===== src/rtl/core/utf8dec_pkg.sv =====
// Types and constants shared by the UTF-8 to UTF-16 decoder and its checker.
package utf8dec_pkg;

  localparam int unsigned UNIT_W   = 16;
  localparam int unsigned SCALAR_W = 21;
  localparam int unsigned RES_Q_DEPTH = 4;
  localparam int unsigned RES_Q_AW    = $clog2(RES_Q_DEPTH);

  // Configuration register indexes (byte address divided by four).
  localparam logic REG_FATAL_MODE = 1'b0;
  localparam logic REG_KEEP_BOM   = 1'b1;

  localparam logic [SCALAR_W-1:0] BOM_CP    = 21'h00_FEFF;
  localparam logic [SCALAR_W-1:0] REPL_CP   = 21'h00_FFFD;
  localparam logic [SCALAR_W-1:0] SUPP_BASE = 21'h01_0000;
  localparam logic [UNIT_W-1:0]   HI_SURR   = 16'hD800;
  localparam logic [UNIT_W-1:0]   LO_SURR   = 16'hDC00;

  localparam logic [7:0] ASCII_END  = 8'h80;
  localparam logic [7:0] CONT_LO    = 8'h80;
  localparam logic [7:0] CONT_HI    = 8'hBF;
  localparam logic [7:0] LEAD2_LO   = 8'hC2;
  localparam logic [7:0] LEAD2_HI   = 8'hDF;
  localparam logic [7:0] LEAD3_LO   = 8'hE0;
  localparam logic [7:0] LEAD3_HI   = 8'hEF;
  localparam logic [7:0] LEAD3_SURR = 8'hED;
  localparam logic [7:0] LEAD4_LO   = 8'hF0;
  localparam logic [7:0] LEAD4_HI   = 8'hF4;
  localparam logic [7:0] E0_LO      = 8'hA0;
  localparam logic [7:0] ED_HI      = 8'h9F;
  localparam logic [7:0] F0_LO      = 8'h90;
  localparam logic [7:0] F4_HI      = 8'h8F;

  typedef struct packed {
    logic [UNIT_W-1:0] code_unit;
    logic              unit_present;
    logic              fatal_error;
    logic              last_of_message;
  } utf8dec_res_t;

  typedef struct packed {
    logic [SCALAR_W-1:0] partial;
    logic [1:0]          needed;
    logic [1:0]          seen;
    logic [7:0]          lo_bound;
    logic [7:0]          hi_bound;
    logic                msg_start;
    logic                err_latched;
  } utf8dec_state_t;

  typedef struct packed {
    utf8dec_state_t st;
    utf8dec_res_t   r0;
    utf8dec_res_t   r1;
    logic [1:0]     cnt;
  } utf8dec_step_t;

endpackage


===== src/rtl/core/utf8_to_utf16_decoder_unit.sv =====
// Streaming UTF-8 to UTF-16 decoder with WHATWG error handling and APB configuration.
//
//  channel  | ports                          | payload
//  ---------+--------------------------------+-------------------------------------------
//  input    | in_tvalid/in_tready            | tdata = data_byte, tlast = end_of_message
//  result   | out_tvalid/out_tready          | tdata = code_unit, tuser = flags, tlast = last
//  config   | cfg_psel/penable/pwrite/paddr  | reg 0 fatal_mode @0x0, reg 1 keep_bom @0x4
//
// One byte is decoded per cycle, while in_tready is high, in a single registered pass;
// its zero, one or two results go into a four-entry result queue, and a byte producing
// two results (surrogate pair) writes both at once, which leave the queue one by one.
// in_tready is high while the queue has room for two results, so it does not depend
// on out_tready in the same cycle. Reset (rst_n low, synchronous) empties the queue
// and returns the decoder to the start of a message.
module utf8_to_utf16_decoder_unit (
  input  logic        clk,
  input  logic        rst_n,
  input  logic        in_tvalid,
  output logic        in_tready,
  input  logic [7:0]  in_tdata,    // [7:0] data_byte
  input  logic        in_tlast,
  output logic        out_tvalid,
  input  logic        out_tready,
  output logic [15:0] out_tdata,   // [15:0] code_unit
  output logic [1:0]  out_tuser,   // [0] unit_present, [1] fatal_error
  output logic        out_tlast,
  input  logic        cfg_psel,
  input  logic        cfg_penable,
  input  logic        cfg_pwrite,
  input  logic [2:0]  cfg_paddr,
  input  logic [31:0] cfg_pwdata,
  output logic [31:0] cfg_prdata,
  output logic        cfg_pready
);
  import utf8dec_pkg::*;

  logic           fatal_mode_r;
  logic           keep_bom_r;
  utf8dec_state_t state_r;
  utf8dec_step_t  step;
  logic           in_xfer;
  logic           out_xfer;
  logic           cfg_wr;

  utf8dec_res_t          res_q_r [RES_Q_DEPTH];
  logic [RES_Q_AW-1:0]   wr_ptr_r, wr_ptr_nxt;
  logic [RES_Q_AW-1:0]   rd_ptr_r, rd_ptr_nxt;
  logic [RES_Q_AW:0]     count_r, count_nxt;
  logic [RES_Q_AW:0]     push_n;

  // ---------------------------------------------------------------------------
  // Decoder step helpers
  // ---------------------------------------------------------------------------
  function automatic utf8dec_step_t push(utf8dec_step_t s, logic [UNIT_W-1:0] unit,
                                         logic present, logic fatal);
    utf8dec_res_t r;
    r.code_unit       = unit;
    r.unit_present    = present;
    r.fatal_error     = fatal;
    r.last_of_message = 1'b0;
    if (s.cnt == 2'd0) begin
      s.r0  = r;
      s.cnt = 2'd1;
    end else if (s.cnt == 2'd1) begin
      s.r1  = r;
      s.cnt = 2'd2;
    end
    return s;
  endfunction

  function automatic utf8dec_step_t emit_scalar(utf8dec_step_t s, logic [SCALAR_W-1:0] cp,
                                                logic kb);
    logic [19:0] v;
    v = 20'(cp - SUPP_BASE);
    if (s.st.msg_start && !kb && cp == BOM_CP) begin
      s.st.msg_start = 1'b0;
    end else begin
      s.st.msg_start = 1'b0;
      if (cp < SUPP_BASE) begin
        s = push(s, cp[UNIT_W-1:0], 1'b1, 1'b0);
      end else begin
        s = push(s, HI_SURR + {6'd0, v[19:10]}, 1'b1, 1'b0);
        s = push(s, LO_SURR + {6'd0, v[9:0]}, 1'b1, 1'b0);
      end
    end
    return s;
  endfunction

  function automatic utf8dec_step_t clear_seq(utf8dec_step_t s);
    s.st.partial  = '0;
    s.st.needed   = 2'd0;
    s.st.seen     = 2'd0;
    s.st.lo_bound = CONT_LO;
    s.st.hi_bound = CONT_HI;
    return s;
  endfunction

  function automatic utf8dec_step_t report_error(utf8dec_step_t s, logic fm, logic kb);
    if (fm) begin
      s.st.err_latched = 1'b1;
      s = push(s, '0, 1'b0, 1'b1);
    end else begin
      s = emit_scalar(s, REPL_CP, kb);
    end
    return s;
  endfunction

  function automatic utf8dec_step_t start_seq(utf8dec_step_t s, logic [7:0] b,
                                              logic fm, logic kb);
    if (b < ASCII_END) begin
      s = emit_scalar(s, {13'd0, b}, kb);
    end else if (b >= LEAD2_LO && b <= LEAD2_HI) begin
      s.st.needed  = 2'd1;
      s.st.partial = {16'd0, b[4:0]};
    end else if (b >= LEAD3_LO && b <= LEAD3_HI) begin
      if (b == LEAD3_LO)   s.st.lo_bound = E0_LO;
      if (b == LEAD3_SURR) s.st.hi_bound = ED_HI;
      s.st.needed  = 2'd2;
      s.st.partial = {17'd0, b[3:0]};
    end else if (b >= LEAD4_LO && b <= LEAD4_HI) begin
      if (b == LEAD4_LO) s.st.lo_bound = F0_LO;
      if (b == LEAD4_HI) s.st.hi_bound = F4_HI;
      s.st.needed  = 2'd3;
      s.st.partial = {18'd0, b[2:0]};
    end else begin
      s = report_error(s, fm, kb);
    end
    return s;
  endfunction

  // ---------------------------------------------------------------------------
  // One byte through the decoder
  // ---------------------------------------------------------------------------
  always_comb begin
    logic [SCALAR_W-1:0] cp;
    logic [7:0]          b;
    b       = in_tdata;
    cp      = '0;
    step    = '0;
    step.st = state_r;

    if (!step.st.err_latched) begin
      if (step.st.needed == 2'd0) begin
        step = start_seq(step, b, fatal_mode_r, keep_bom_r);
      end else if (b < step.st.lo_bound || b > step.st.hi_bound) begin
        // The broken sequence yields one error, then, unless fatal mode latched it, the byte is retried as a leader.
        step = clear_seq(step);
        step = report_error(step, fatal_mode_r, keep_bom_r);
        if (!step.st.err_latched) begin
          step = start_seq(step, b, fatal_mode_r, keep_bom_r);
        end
      end else begin
        step.st.lo_bound = CONT_LO;
        step.st.hi_bound = CONT_HI;
        step.st.partial  = {step.st.partial[SCALAR_W-7:0], b[5:0]};
        step.st.seen     = step.st.seen + 2'd1;
        if (step.st.seen == step.st.needed) begin
          cp   = step.st.partial;
          step = clear_seq(step);
          step = emit_scalar(step, cp, keep_bom_r);
        end
      end
    end

    if (in_tlast) begin
      if (!step.st.err_latched && step.st.needed != 2'd0) begin
        step = clear_seq(step);
        step = report_error(step, fatal_mode_r, keep_bom_r);
      end
      if (step.cnt == 2'd0) begin
        step = push(step, '0, 1'b0, step.st.err_latched);
      end
      if (step.cnt == 2'd2) begin
        step.r1.last_of_message = 1'b1;
      end else begin
        step.r0.last_of_message = 1'b1;
      end
      step                = clear_seq(step);
      step.st.msg_start   = 1'b1;
      step.st.err_latched = 1'b0;
    end
  end

  // ---------------------------------------------------------------------------
  // Decoder state and configuration registers
  // ---------------------------------------------------------------------------
  assign in_xfer  = in_tvalid && in_tready;
  assign cfg_wr   = cfg_psel && cfg_penable && cfg_pwrite && cfg_pready;

  always_ff @(posedge clk) begin
    if (!rst_n) begin
      state_r.partial     <= '0;
      state_r.needed      <= 2'd0;
      state_r.seen        <= 2'd0;
      state_r.lo_bound    <= CONT_LO;
      state_r.hi_bound    <= CONT_HI;
      state_r.msg_start   <= 1'b1;
      state_r.err_latched <= 1'b0;
      fatal_mode_r        <= 1'b0;
      keep_bom_r          <= 1'b0;
    end else begin
      if (in_xfer) begin
        state_r <= step.st;
      end
      if (cfg_wr) begin
        case (cfg_paddr[2])
          REG_FATAL_MODE: fatal_mode_r <= cfg_pwdata[0];
          REG_KEEP_BOM:   keep_bom_r   <= cfg_pwdata[0];
          default: ;
        endcase
      end
    end
  end

  assign cfg_pready = 1'b1;

  always_comb begin
    cfg_prdata = '0;
    case (cfg_paddr[2])
      REG_FATAL_MODE: cfg_prdata[0] = fatal_mode_r;
      REG_KEEP_BOM:   cfg_prdata[0] = keep_bom_r;
      default:        cfg_prdata    = '0;
    endcase
  end

  // ---------------------------------------------------------------------------
  // Result queue
  // ---------------------------------------------------------------------------
  assign in_tready  = count_r <= (RES_Q_AW+1)'(RES_Q_DEPTH - 2);
  assign out_tvalid = count_r != '0;
  assign out_xfer   = out_tvalid && out_tready;

  assign push_n     = in_xfer ? (RES_Q_AW+1)'(step.cnt) : '0;
  assign wr_ptr_nxt = wr_ptr_r + push_n[RES_Q_AW-1:0];
  assign rd_ptr_nxt = out_xfer ? rd_ptr_r + RES_Q_AW'(1) : rd_ptr_r;
  assign count_nxt  = count_r + push_n - (out_xfer ? (RES_Q_AW+1)'(1) : '0);

  always_ff @(posedge clk) begin
    if (!rst_n) begin
      wr_ptr_r <= '0;
      rd_ptr_r <= '0;
      count_r  <= '0;
    end else begin
      wr_ptr_r <= wr_ptr_nxt;
      rd_ptr_r <= rd_ptr_nxt;
      count_r  <= count_nxt;
    end
  end

  always_ff @(posedge clk) begin
    if (in_xfer && step.cnt != 2'd0) begin
      res_q_r[wr_ptr_r] <= step.r0;
    end
    if (in_xfer && step.cnt == 2'd2) begin
      res_q_r[wr_ptr_r + RES_Q_AW'(1)] <= step.r1;
    end
  end

  assign out_tdata = res_q_r[rd_ptr_r].code_unit;
  assign out_tuser = {res_q_r[rd_ptr_r].fatal_error, res_q_r[rd_ptr_r].unit_present};
  assign out_tlast = res_q_r[rd_ptr_r].last_of_message;

endmodule


===== config.mk =====
export PLATFORM = sky130hd
export DESIGN_NAME = utf8_to_utf16_decoder_unit
export DESIGN_NICKNAME = d
export VERILOG_FILES = /design/src/rtl/core/utf8dec_pkg.sv /design/src/rtl/core/utf8_to_utf16_decoder_unit.sv
export SDC_FILE = /design/constraint.sdc
export NUM_CORES = 1
export LEC_CHECK = 0
export ABC_AREA = 1
export BUFFER_PORTS_ARGS = -buffer_cell sky130_fd_sc_hd__buf_4
export CAP_MARGIN = 20
export CELL_PAD_IN_SITES_DETAIL_PLACEMENT = 1
export CELL_PAD_IN_SITES_GLOBAL_PLACEMENT = 1
export CORE_MARGIN = 2
export CORE_UTILIZATION = 39
export DETAILED_ROUTE_END_ITERATION = 6
export PLACE_DENSITY = 0.89
export SYNTH_ARGS = -nofsm -noshare
export SYNTH_HDL_FRONTEND = slang
export SYNTH_SLANG_ARGS = --single-unit

===== constraint.sdc =====
create_clock -name clk -period 4.2 [get_ports clk]
set_clock_uncertainty 0.15 [all_clocks]
set_input_delay 0.63 -clock clk [delete_from_list [all_inputs] [get_ports clk]]
set_output_delay 0.63 -clock clk [all_outputs]
set_load 0.005 [all_outputs]

# After elaboration in Yosys (flattened, before gate mapping)

Memory sizes are Yosys's and may differ from the RTL's. A register that Yosys moved wholly into a read port is not among the register bits.
Cells that the tools add are included.

Add/subtract/negate cells: 9
Magnitude comparators: 11
Eq/ne operators: 11
Mux-type cells: 87
Bitwise logic cells: 1
Reductions and logical operators: 25

Operator list:

| cell                   | number |
|---|---|
| $mux 83                | 11 |
| $mux 42                | 7 |
| $mux 19                | 12 |
| $mux 41                | 5 |
| $mux 23                | 6 |
| $mux 21                | 6 |
| $mux 40                | 3 |
| $mux 58                | 2 |
| $mux 16                | 4 |
| $mux 8                 | 8 |
| $add 15x11->16 const A | 2 |
| $eq 8x8->1 const B     | 4 |
| $mux 2                 | 15 |
| $ge 8x8->1 const B     | 3 |
| $le 8x8->1 const B     | 3 |
| $eq 21x16->1 const B   | 1 |
| $lt 21x17->1 const B   | 1 |
| $sub 20x17->20 const B | 1 |
| $logic_and 1x1->1      | 12 |
| $logic_not 2->1        | 5 |
| $gt 8x8->1             | 1 |
| $lt 8x8->1             | 1 |
| $lt 8x8->1 const B     | 1 |
| $mux 1                 | 7 |
| 15 further kinds       | 23 |

Register bits after elaboration: 52
RAM bits: 76
Input port bits: 51
Output and inout bits: 54
Logic and storage cells: 157
Memories: 1

Memory list:

| memory  | depth | width | rd ports | clocked after memory_dff | write ports | line                             | text |
|---|---|---|---|---|---|---|---|
| res_q_r | 4     | 19    | 1        | 1                        | 2           | utf8_to_utf16_decoder_unit.sv:45 | `utf8dec_res_t res_q_r [RES_Q_DEPTH];` |

# Longest topological paths before layout

Depth in word-level cells: 33
Mapped depth: 31
Depth with buffers taken out: 31

# Least setup slack after synthesis

Ideal clock, no wire load.

Path kind: input-to-reg
Start: input port in_tdata[4]
End: register count_r[2]
Library setup time: 0.128 ns
Arrival: 3.704 ns
Setup slack: 0.218 ns
Stages on the path: 20
Buffers on the path: 2
Path through: ha_1 o21ai_0 nand2_1 a21o_1 nand2_4 nand2_1 nand2_4 nand2_4 ha_1 nand3_2 nand2_4 a21oi_4 buf_6 buf_4 inv_1 ha_1 fa_1 xor2_1 inv_1 nor2_1

Longest elaborated chain between the ends: 23
Elaborated cells on any way between the ends: 56

Ends and longest elaborated chain:

| what                                     | line                                                                | text |
|---|---|---|
| start: declaration                       | utf8_to_utf16_decoder_unit.sv:20                                    | `input logic [7:0] in_tdata,` |
| $ge 8x8->1 or $le 8x8->1 (tied branches) | utf8_to_utf16_decoder_unit.sv:120                                   | `end else if (b >= LEAD4_LO && b <= LEAD4_HI) begin` |
| $logic_and 1x1->1                        | utf8_to_utf16_decoder_unit.sv:120                                   |  |
| $mux 42                                  | utf8_to_utf16_decoder_unit.sv:120                                   |  |
| $mux 42                                  | utf8_to_utf16_decoder_unit.sv:115                                   | `end else if (b >= LEAD3_LO && b <= LEAD3_HI) begin` |
| $mux 58                                  | utf8_to_utf16_decoder_unit.sv:112                                   | `end else if (b >= LEAD2_LO && b <= LEAD2_HI) begin` |
| $mux 83                                  | utf8_to_utf16_decoder_unit.sv:110                                   | `if (b < ASCII_END) begin` |
| $mux 83                                  | utf8_to_utf16_decoder_unit.sv:149                                   | `if (!step.st.err_latched) begin` |
| $mux 83                                  | utf8_to_utf16_decoder_unit.sv:145                                   | `end else if (b < step.st.lo_bound \|\| b > step.st.hi_bound) begin` |
| (+7 left out)                            | --                                                                  |  |
| $mux 41                                  | utf8_to_utf16_decoder_unit.sv:165                                   | `if (in_tlast) begin` |
| $logic_not 2->1                          | utf8_to_utf16_decoder_unit.sv:61, utf8_to_utf16_decoder_unit.sv:170 |  |
| $mux 40                                  | utf8_to_utf16_decoder_unit.sv:170                                   | `if (step.cnt == 2'd0) begin` |
| $mux 40                                  | utf8_to_utf16_decoder_unit.sv:165                                   |  |
| $mux 83 (*)                              | utf8_to_utf16_decoder_unit.sv:165                                   |  |
| $mux 2 (*)                               | utf8_to_utf16_decoder_unit.sv:233                                   | `assign push_n = in_xfer ? (RES_Q_AW+1)'(step.cnt) : '0;` |
| $add 3x2->3 (*)                          | utf8_to_utf16_decoder_unit.sv:236                                   | `assign count_nxt = count_r + push_n - (out_xfer ? (RES_Q_AW+1)'(1) : '0);` |
| $sub 3x1->3 (*)                          | utf8_to_utf16_decoder_unit.sv:236                                   |  |
| end signal: assignment                   | utf8_to_utf16_decoder_unit.sv:246                                   | `count_r <= count_nxt;` |
| end: declaration                         | utf8_to_utf16_decoder_unit.sv:48                                    | `logic [RES_Q_AW:0] count_r, count_nxt;` |

Mark *: on every way between the ends. The rest lies on a longest branch, timed or not. The select of a mux whose other input is x is not followed.
A chain may end at the register's enable or synchronous reset.

# Final worst setup path

Start: register state_r[5] (netlist name)
End: register count_r[2]

Longest elaborated chain between the ends: 18
Elaborated cells on any way between the ends: 24

Ends and longest elaborated chain:

| what                     | line                                                                | text |
|---|---|---|
| start: declaration       | utf8_to_utf16_decoder_unit.sv:39                                    | `utf8dec_state_t state_r;` |
| start signal: assignment | utf8_to_utf16_decoder_unit.sv:203                                   | `state_r <= step.st;` |
| $gt 8x8->1 (*)           | utf8_to_utf16_decoder_unit.sv:145                                   |  |
| $logic_or 1x1->1 (*)     | utf8_to_utf16_decoder_unit.sv:145                                   |  |
| $mux 83 (*)              | utf8_to_utf16_decoder_unit.sv:145                                   |  |
| $mux 83 (*)              | utf8_to_utf16_decoder_unit.sv:143                                   | `if (step.st.needed == 2'd0) begin` |
| $mux 83 (*)              | utf8_to_utf16_decoder_unit.sv:142                                   | `if (!step.st.err_latched) begin` |
| $eq 2x1->1               | --                                                                  |  |
| $mux 21                  | utf8_to_utf16_decoder_unit.sv:64                                    | `end else if (s.cnt == 2'd1) begin` |
| $mux 2                   | utf8_to_utf16_decoder_unit.sv:61                                    | `if (s.cnt == 2'd0) begin` |
| (+2 left out)            | --                                                                  |  |
| $mux 41                  | utf8_to_utf16_decoder_unit.sv:165                                   |  |
| $logic_not 2->1          | utf8_to_utf16_decoder_unit.sv:61, utf8_to_utf16_decoder_unit.sv:170 |  |
| $mux 40                  | utf8_to_utf16_decoder_unit.sv:170                                   |  |
| $mux 40                  | utf8_to_utf16_decoder_unit.sv:165                                   |  |
| $mux 83 (*)              | utf8_to_utf16_decoder_unit.sv:165                                   |  |
| $mux 2 (*)               | utf8_to_utf16_decoder_unit.sv:233                                   |  |
| $add 3x2->3 (*)          | utf8_to_utf16_decoder_unit.sv:236                                   |  |
| $sub 3x1->3 (*)          | utf8_to_utf16_decoder_unit.sv:236                                   |  |

Marked as above.

==> out/metrics.yaml <==
cts.htree.levels: 4
cts_sinks: 114
diodes: 0
grt_max_degree: 43
slew_headroom: 0.2520
max_freq_mhz: 259.4
clk_latency_ps: 430
report.final.setup_viol: 0
die_w_um: 146.9
hold_end: "state_r[17]$_SDFFE_PN1P_"
path_max_fanout: 8
crit_arrival_ps: 4000
cpMostUsedCell: "inv_1"
avgSynthCellArea_um2: 7.298
synth.area.top_cells: "edfxtp_1 (29%), nand2_1 (15%), dfxtp_1 (9.5%)"
worst_pin_slew_ps: 1118
ant_nets: 0
filler_cell_count: 2522
slowest_delay_ps: 380
die-height_um: 146.9
final-max-slew-violation-count: 0
drt-pass1-iter-count: 5
synth.top_cell.area_share: 0.2864
ir_worst_vdd_v: 0.0002825
netlist_area_mm2: 0.007969
portBuffers: 39
post-dp-hpwl_um: 19130
drive_above_1_share: 0.1477
seq_area_frac_synth: 0.3818
highest_layer: "met4"
cp-end-kind: "register"
ys.flop_type: "edfxtp_1"
r2r_cells: 28
grt_util_all_layers: 0.2516
fin_crit_sh: 0.9178
async_reset_ff_frac: 0
cts_buffer_depth: 2
cp_data_required_time_ps: 4350
cts_setup_buffers: 0
wl_met1_um: 11230
die_area_mm2: 0.02159
dr_wl_met2_um: 13350
worstSetupPathType: "register to register"
start_util: 0.3951
critPathSlowestCell: "fa_1"
cts-resized-gates: 0
ys_types: 47
power_density_mw_per_mm2: 444.7
yosysTopAreaCell: "edfxtp_1"
grt_pass1_wl_um: 43180
drc: 0
route.met3.wl_um: 1259
finalNonFillerCells: 1428
core.rowCount: 52
outcome: "finished, final reports clean"
root_buffer: "clkbuf_16"
routabilityCongestion: 0.9520
reg2reg_slack_ps: 350
core_mm2: 0.02017
critPathLaunch: "state_r[5]$_SDFFE_PN1P_"
cts_buffers: 17
r2r-end: "count_r[2]$_SDFF_PN0_"
cts_hold_buf: 0
max_cap_viol_count: 0
nets: 1214
area_growth_syn_to_layout_pct: 15.50
synth_seq_cells: 114
startpoint_type: "register"
rsz0062_at_grt: "no"
cts_tree: "yes"
worstHoldStart: "state_r[17]$_SDFFE_PN1P_"
most-common-layout-cells: "nand2_1 (311), o21ai_0 (98), buf_4 (87), inv_1 (83), nor2_1 (79)"
utilization: 0.4563
hold_viol: 0
antenna_found_initial: 0
io_pins: 105
wl_um: 26700
routed_via_density: 5.662
grt_remaining_overflow: 0
syn_inst: 1092
period_minus_slack_ps: 3855
fin_setup_tns_ps: 0
ys_warn_count: 0
synth_edf_count: 76
avgRoutedWirePerCell_um: 18.69
totalPowerFinal_uw: 4093
grt_pass1_vias: 8187
final_common_cell: "nand2_1"
hp-class: "register to register"
p_leak_uw: 0.004146
place_inst: 1396
r2r-start: "state_r[5]$_SDFFE_PN1P_"
path_clk_slew_ps: 60
vias: 8085
min_delay_path_depth: 2
drtIter0Drc: 612
[Yosys cell counts (13+ instances only)]
cell type  number
nand3_1        64
buf_4          38
o21ai_0        98
o22ai_1        19
nand4_1        71
a21oi_1        54
inv_1          83
clkbuf_1       28
nor2_1         79
dfxtp_1        38
ha_1           17
o21ai_1        13
nand2_1       311
edfxtp_1       76
[cell families (layout without fill, tap and decap cells)]
family / Yosys count / count (layout) / synth area share
flip-flops: 114 / 114 / 0.3818
adder cells (fa/ha/maj): 18 / 18 / 0.02920
XOR/XNOR: 5 / 5 / 0.005495
buffers and inverters: 180 / 216 / 0.1093
AND/OR/NAND/NOR: 575 / 575 / 0.3385
AO/OA/AOI/OAI: 198 / 198 / 0.1347
other: 2 / 32 / 0.0009424
[per-layer routing]
layer,track usage,up-vias
li1,-,3764
met1,0.3108,3959
met2,0.4401,296
met3,0.03416,66
met4,0.1101,0
met5,0,-
[area by class of cell]
| type | instances | area (um^2) | area share |
|---|---|---|---|
| clock buffers | 17 | 425.4 | 0.04622 |
| clock inverters | 15 | 147.6 | 0.01604 |
| inverters | 93 | 349.1 | 0.03793 |
| multi-input cells | 828 | 4168 | 0.4528 |
| flip-flops and latches | 114 | 3043 | 0.3306 |
| well taps | 270 | 337.8 | 0.03670 |
| repair buffers | 91 | 733.2 | 0.07966 |
[how the worst max path moves through the flow]
| stage | to | slack, ps |
|---|---|---|
| after detailed placement | count_r[2]$_SDFF_PN0_ | 40 |
| after CTS | count_r[2]$_SDFF_PN0_ | 320 |
| final | count_r[2]$_SDFF_PN0_ | 350 |
| after global routing | count_r[2]$_SDFF_PN0_ | 50 |
| after floorplan | count_r[2]$_SDFF_PN0_ | 220 |
| after global placement | count_r[2]$_SDFF_PN0_ | 80 |
[power by group]
part	switching (uW)	leakage, uW	total (uW)	internal [uW]
registers	52.6	0.00101	1410	1350
logic	802	0.00286	1230	432
clock network	622	0.000279	1450	831
total	1480	0.00415	4090	2620
[critical path, delay by kind of cell (launching register included)]
family	cells	cell delay, ps
XOR/XNOR	1	170
AND/OR/NAND/NOR	15	1270
buffers and inverters	7	480
adder cells (fa/ha/maj)	5	1320
flip-flops	1	340
[sequential cells by signal (all words and copies together) (netlist names), named ones only]
signal	cells
count_r	3
fatal_mode_r	1
keep_bom_r	1
rd_ptr_r	2
res_q_r	76
state_r	27
wr_ptr_r	2
[metrics by stage]
| stage | hold slack [ps] | setup slack (ps) | area (um^2) |
|---|---|---|---|
| 2_1_floorplan | 269.6 | 218.2 | 8082 |
| 3_3_place_gp | 282.2 | 83.01 | 8631 |
| 3_5_place_dp | 295.4 | 36.19 | 8631 |
| 4_1_cts | 309.9 | 317.1 | 9204 |
| 5_1_grt | 338.6 | 54.41 | 9204 |
| 6_report | 312.5 | 345.2 | 9204 |
(Power assumes the default switching activity.)
